[src/hw/rtl/sfg_pkg.sv]
package sfg_pkg;

    localparam int STROKE_DEPTH_DEF = 4096;
    localparam int MAX_STROKES_DEF  = 64;
    localparam int CHAR_COUNT_DEF   = 256;

    localparam int COORD_W   = 32;
    localparam int SCALE_W   = 16;
    localparam int TRIG_W    = 16;
    localparam int PT_W      = 8;
    localparam int KIND_W    = 2;
    localparam int CMD_W     = 2;
    localparam int INDEX_W   = 12;
    localparam int OFFS_W    = 12;
    localparam int CHAR_W    = 8;
    localparam int ENTRY_W   = KIND_W + 2 * PT_W;
    localparam int CFG_IDX_W = 2;
    localparam int CFG_W     = 16;

    // Operand widths of the shared dot-product unit. The coefficient holds
    // scale * cos or scale * sin, which is held in 33 signed bits.
    localparam int OP_A_W    = SCALE_W + 1;
    localparam int COEF_W    = SCALE_W + TRIG_W + 1;
    localparam int DOT_W     = OP_A_W + COEF_W + 1;
    localparam int ROT_SHIFT = 14;

    localparam logic [DOT_W-1:0]   ROUND_BIAS = DOT_W'(1) << (ROT_SHIFT - 1);
    localparam logic [SCALE_W-1:0] SCALE_RESET = 16'd256;
    localparam logic [TRIG_W-1:0]  COS_RESET   = 16'd16384;
    localparam logic [TRIG_W-1:0]  SIN_RESET   = 16'd0;

    typedef enum logic [CMD_W-1:0] {
        CMD_LOAD_STROKE = 2'd0,
        CMD_LOAD_OFFSET = 2'd1,
        CMD_DRAW        = 2'd2,
        CMD_SET_ORIGIN  = 2'd3
    } cmd_t;

    localparam logic [KIND_W-1:0] KIND_END  = 2'd0;
    localparam logic [KIND_W-1:0] KIND_MOVE = 2'd1;
    localparam logic [KIND_W-1:0] KIND_LINE = 2'd2;

    localparam logic [CFG_IDX_W-1:0] REG_SCALE = 2'd0;
    localparam logic [CFG_IDX_W-1:0] REG_COS   = 2'd1;
    localparam logic [CFG_IDX_W-1:0] REG_SIN   = 2'd2;

    typedef enum logic [2:0] {
        ST_IDLE,
        ST_OFFS,
        ST_COEF_A,
        ST_COEF_B,
        ST_DECODE,
        ST_ROT_Y,
        ST_APPLY,
        ST_FLUSH
    } state_t;

    typedef struct packed {
        logic signed [OP_A_W-1:0] a0;
        logic signed [COEF_W-1:0] b0;
        logic signed [OP_A_W-1:0] a1;
        logic signed [COEF_W-1:0] b1;
        logic                     rnd;
    } dot_op_t;

    typedef struct packed {
        logic [COORD_W-1:0] from_x;
        logic [COORD_W-1:0] from_y;
        logic [COORD_W-1:0] to_x;
        logic [COORD_W-1:0] to_y;
    } seg_t;

endpackage

[src/hw/rtl/sfg_dot.sv]
module sfg_dot (
    input  logic                             aclk,
    input  sfg_pkg::dot_op_t                 op,
    output logic signed [sfg_pkg::DOT_W-1:0] q
);
    import sfg_pkg::*;

    logic signed [DOT_W-1:0] a0_ext;
    logic signed [DOT_W-1:0] b0_ext;
    logic signed [DOT_W-1:0] a1_ext;
    logic signed [DOT_W-1:0] b1_ext;
    logic signed [DOT_W-1:0] p0;
    logic signed [DOT_W-1:0] p1;
    logic signed [DOT_W-1:0] bias;

    always_comb begin
        a0_ext = DOT_W'($signed(op.a0));
        b0_ext = DOT_W'($signed(op.b0));
        a1_ext = DOT_W'($signed(op.a1));
        b1_ext = DOT_W'($signed(op.b1));
        p0     = a0_ext * b0_ext;
        p1     = a1_ext * b1_ext;
        bias   = op.rnd ? $signed(ROUND_BIAS) : '0;
    end

    // The rounding constant rides along in the final add, so the caller
    // only has to take the shifted field of q.
    always_ff @(posedge aclk) begin
        q <= p0 + p1 + bias;
    end

endmodule

[config.mk]
export PLATFORM = sky130hd
export DESIGN_NAME = sfg_dot
export DESIGN_NICKNAME = d
export VERILOG_FILES = /design/src/hw/rtl/sfg_pkg.sv /design/src/hw/rtl/sfg_dot.sv
export SDC_FILE = /design/constraint.sdc
export NUM_CORES = 2
export LEC_CHECK = 0
export ABC_AREA = 1
export BUFFER_PORTS_ARGS = -buffer_cell sky130_fd_sc_hd__buf_2
export CORE_ASPECT_RATIO = 1.4
export CORE_MARGIN = 2
export CORE_UTILIZATION = 45
export CTS_CLUSTER_DIAMETER = 100
export DETAILED_ROUTE_END_ITERATION = 7
export PLACE_DENSITY = 0.68
export SLEW_MARGIN = 20
export SYNTH_ARGS = -nofsm -noshare
export SYNTH_HDL_FRONTEND = slang
export SYNTH_SLANG_ARGS = --single-unit
[constraint.sdc]
create_clock -name aclk -period 8.4 [get_ports aclk]
set_input_delay 1.26 -clock aclk [delete_from_list [all_inputs] [get_ports aclk]]
set_output_delay 1.26 -clock aclk [all_outputs]
set_load 0.01 [all_outputs]
==> reports/qor.csv <==
metric,value,unit
setup_viol,0,
cts-root-buf,clkbuf_16,
synthCells,5156,
status,"finished, final reports clean",
dr.pass1.iters,5,
synth_top_family_by_area,adder cells,
crit_start,op[88],
gp_congestion,0.946,
synth_top_cell_area_share,0.569,
synth-compound-area-share,0.0158,
start_util,0.453,
cts_setup_buffers,0,
layout_common_cells,"inv_1 (1789), nand2_1 (1260), fa_1 (1189)",
final_net_count,6617,
drt-wirelength-per-cell,17.5,µm
crit_top_cell,fa_1,
slew_headroom,0.486,
synth_area,41800,µm²
grt_overflow,0,
drcViolationCount,0,
ys_types,39,
cts_tree,done,
crit_slowest_cell,fa_1,
synth-simple-area-share,0.143,
tightest_slew,771,ps
cts_buffer_depth,2,
area_delta_synth_final,5.48,%
whs,1630,ps
cts-hold-fix-buffers,0,
grt_pass1_vias,34000,
grt_pass1_wl,185000,µm
dieWidth,262,µm
cts_buffers,5,
syn_area_per_cell,8.11,µm²
dieArea,95400,µm²
final.setup.tns,0,ps
wl,111000,µm
drv_slew,0,
critPathRequiredTime,8660,ps
ys_ff_latch,51,
critical_path_class,input pin to flop,
synth_xor_area_frac,0.00943,
hpwlAfterDp,102000,µm
port_buffers,152,
coreArea,92300,µm²
synthMuxAreaShare,0,
cp_num_buf_inv,6,
synthAdderAreaFrac,0.622,
period_share,0.962,
vias,30600,
cts_resized,0,
antenna_found_initial,23,
viasPerCell,4.81,
drtIter0Drc,1613,
synthTopCellsByArea,"fa_1 (57%), inv_1 (16%), nand2_1 (11%)",
drive_gt1_frac,0.0639,
rows,132,
maxCapViolations,0,
synth_seq_area_share,0.0244,
synth_warnings,0,
mostFrequentLayoutCell,inv_1,
worstPathArrival,8340,ps
synth_top_area_cell,fa_1,
reg_top3,q x51,
largest_reg_flops,51,
end_kind,flop,
largest_register,q,
crit_family,adder cells,
worst-path-stages,23,
synth_nets,6623,
grt_max_degree,34,
hold_path_startpoint,op[84],
hold_violations,0,
start_kind,input pin,
antenna_left,0,
fmax,0.124,GHz
crit_chain,"buf_2, nand2_1, inv_1, fa_1, fa_1, fa_1, inv_1, buf_4, fa_1, fa_1, fa_1, inv_1, fa_1, fa_1, ha_1, nand2_1, inv_1, nand3_1, nor3_1, o21ai_0, nand3_1, nand2_1, nand2_1",
gr-usage-all-layers,0.251,
cts_htree_levels,2,
die_h,365,µm
worst_path_largest_cell_delay,590,ps
io_pins,153,
fin_crit,8080,ps
cp_max_fo,23,
clkSinkCount,51,
clk_pin_slew,80,ps
rsz0062_at_grt,false,
min_path_type,input pin to flop,
crit_end,q[48]$_DFF_P_,
area by class of cell:
type | instances | area (µm²)
Fill cell | 8820 | 48200
Multi-Input combinational cell | 3041 | 33000
Inverter | 1798 | 6750
Timing Repair Buffer | 253 | 1610
Tap cell | 1206 | 1510
Sequential cell | 51 | 1020
Clock buffer | 5 | 125
Clock inverter | 3 | 27.5
Antenna cell | 9 | 22.5
routing by layer:
metal,vias to the layer above,track usage,wire (µm)
li1,13800,-,-
met3,213,0.0370,7580
met2,993,0.425,54900
met5,-,0,103
met4,20,0.0714,3400
met1,15600,0.334,45200
through the flow:
step / cell area, µm² / std cells / worst slack, ps / util
finish: 44100 / 6366 / 317 / 0.478
CTS: 44100 / 6357 / 342 / 0.477
detailed placement: 43900 / 6349 / 80.0 / 0.476
global placement: 43900 / 6349 / 79.9 / 0.476
floorplan: 41800 / 5156 / 514 / -
global route: 44100 / 6360 / 16.0 / 0.477
synth_stat cells (all sizes together):
master     n
inv     1797
nand2   1274
fa      1189
clkbuf   265
ha       176
nor2     145
a21oi     58
dfxtp     51
nand3     51
o21ai     33
xor2      31
or2       18
xnor2     14
nand4     10
nor3       9
o21bai     9
a31oi      8
a21o       6
nor4       3
a21boi     2
buf        1
clkinv     1
nand2b     1
nand3b     1
nor3b      1
o21a       1
o31ai      1
worst min-delay path by stage:
| stage | depth (start not counted) | to | slack, ps |
|---|---|---|---|
| after floorplan | 0 | q[0] | 1560 |
| after global placement | 1 | q[27] | 1660 |
| after detailed placement | 1 | q[9] | 1650 |
| after CTS | 5 | q[0]$_DFF_P_ | 1620 |
| after global routing | 5 | q[0]$_DFF_P_ | 1700 |
| final | 5 | q[0]$_DFF_P_ | 1630 |
cell families (layout without fill, tap and decap cells):
| family | count (synthesis) | after routing |
|---|---|---|
| buffers and inverters | 2064 | 2059 |
| adders and majority gates | 1365 | 1365 |
| DFF | 51 | 51 |
| other | 0 | 9 |
| and+or+nand+nor | 1513 | 1513 |
| AOI/OAI and AO/OA | 118 | 118 |
| xor gates and xnor gates | 45 | 45 |
tightest hold or removal path: stages:
cell,delay [ps]
buf_2,120
buf_4,290
nand2_1,80
inv_1,50
ha_1,110
Power is not shown: default switching activity piles up to over one toggle a cycle in this logic, so the estimate is an artifact.
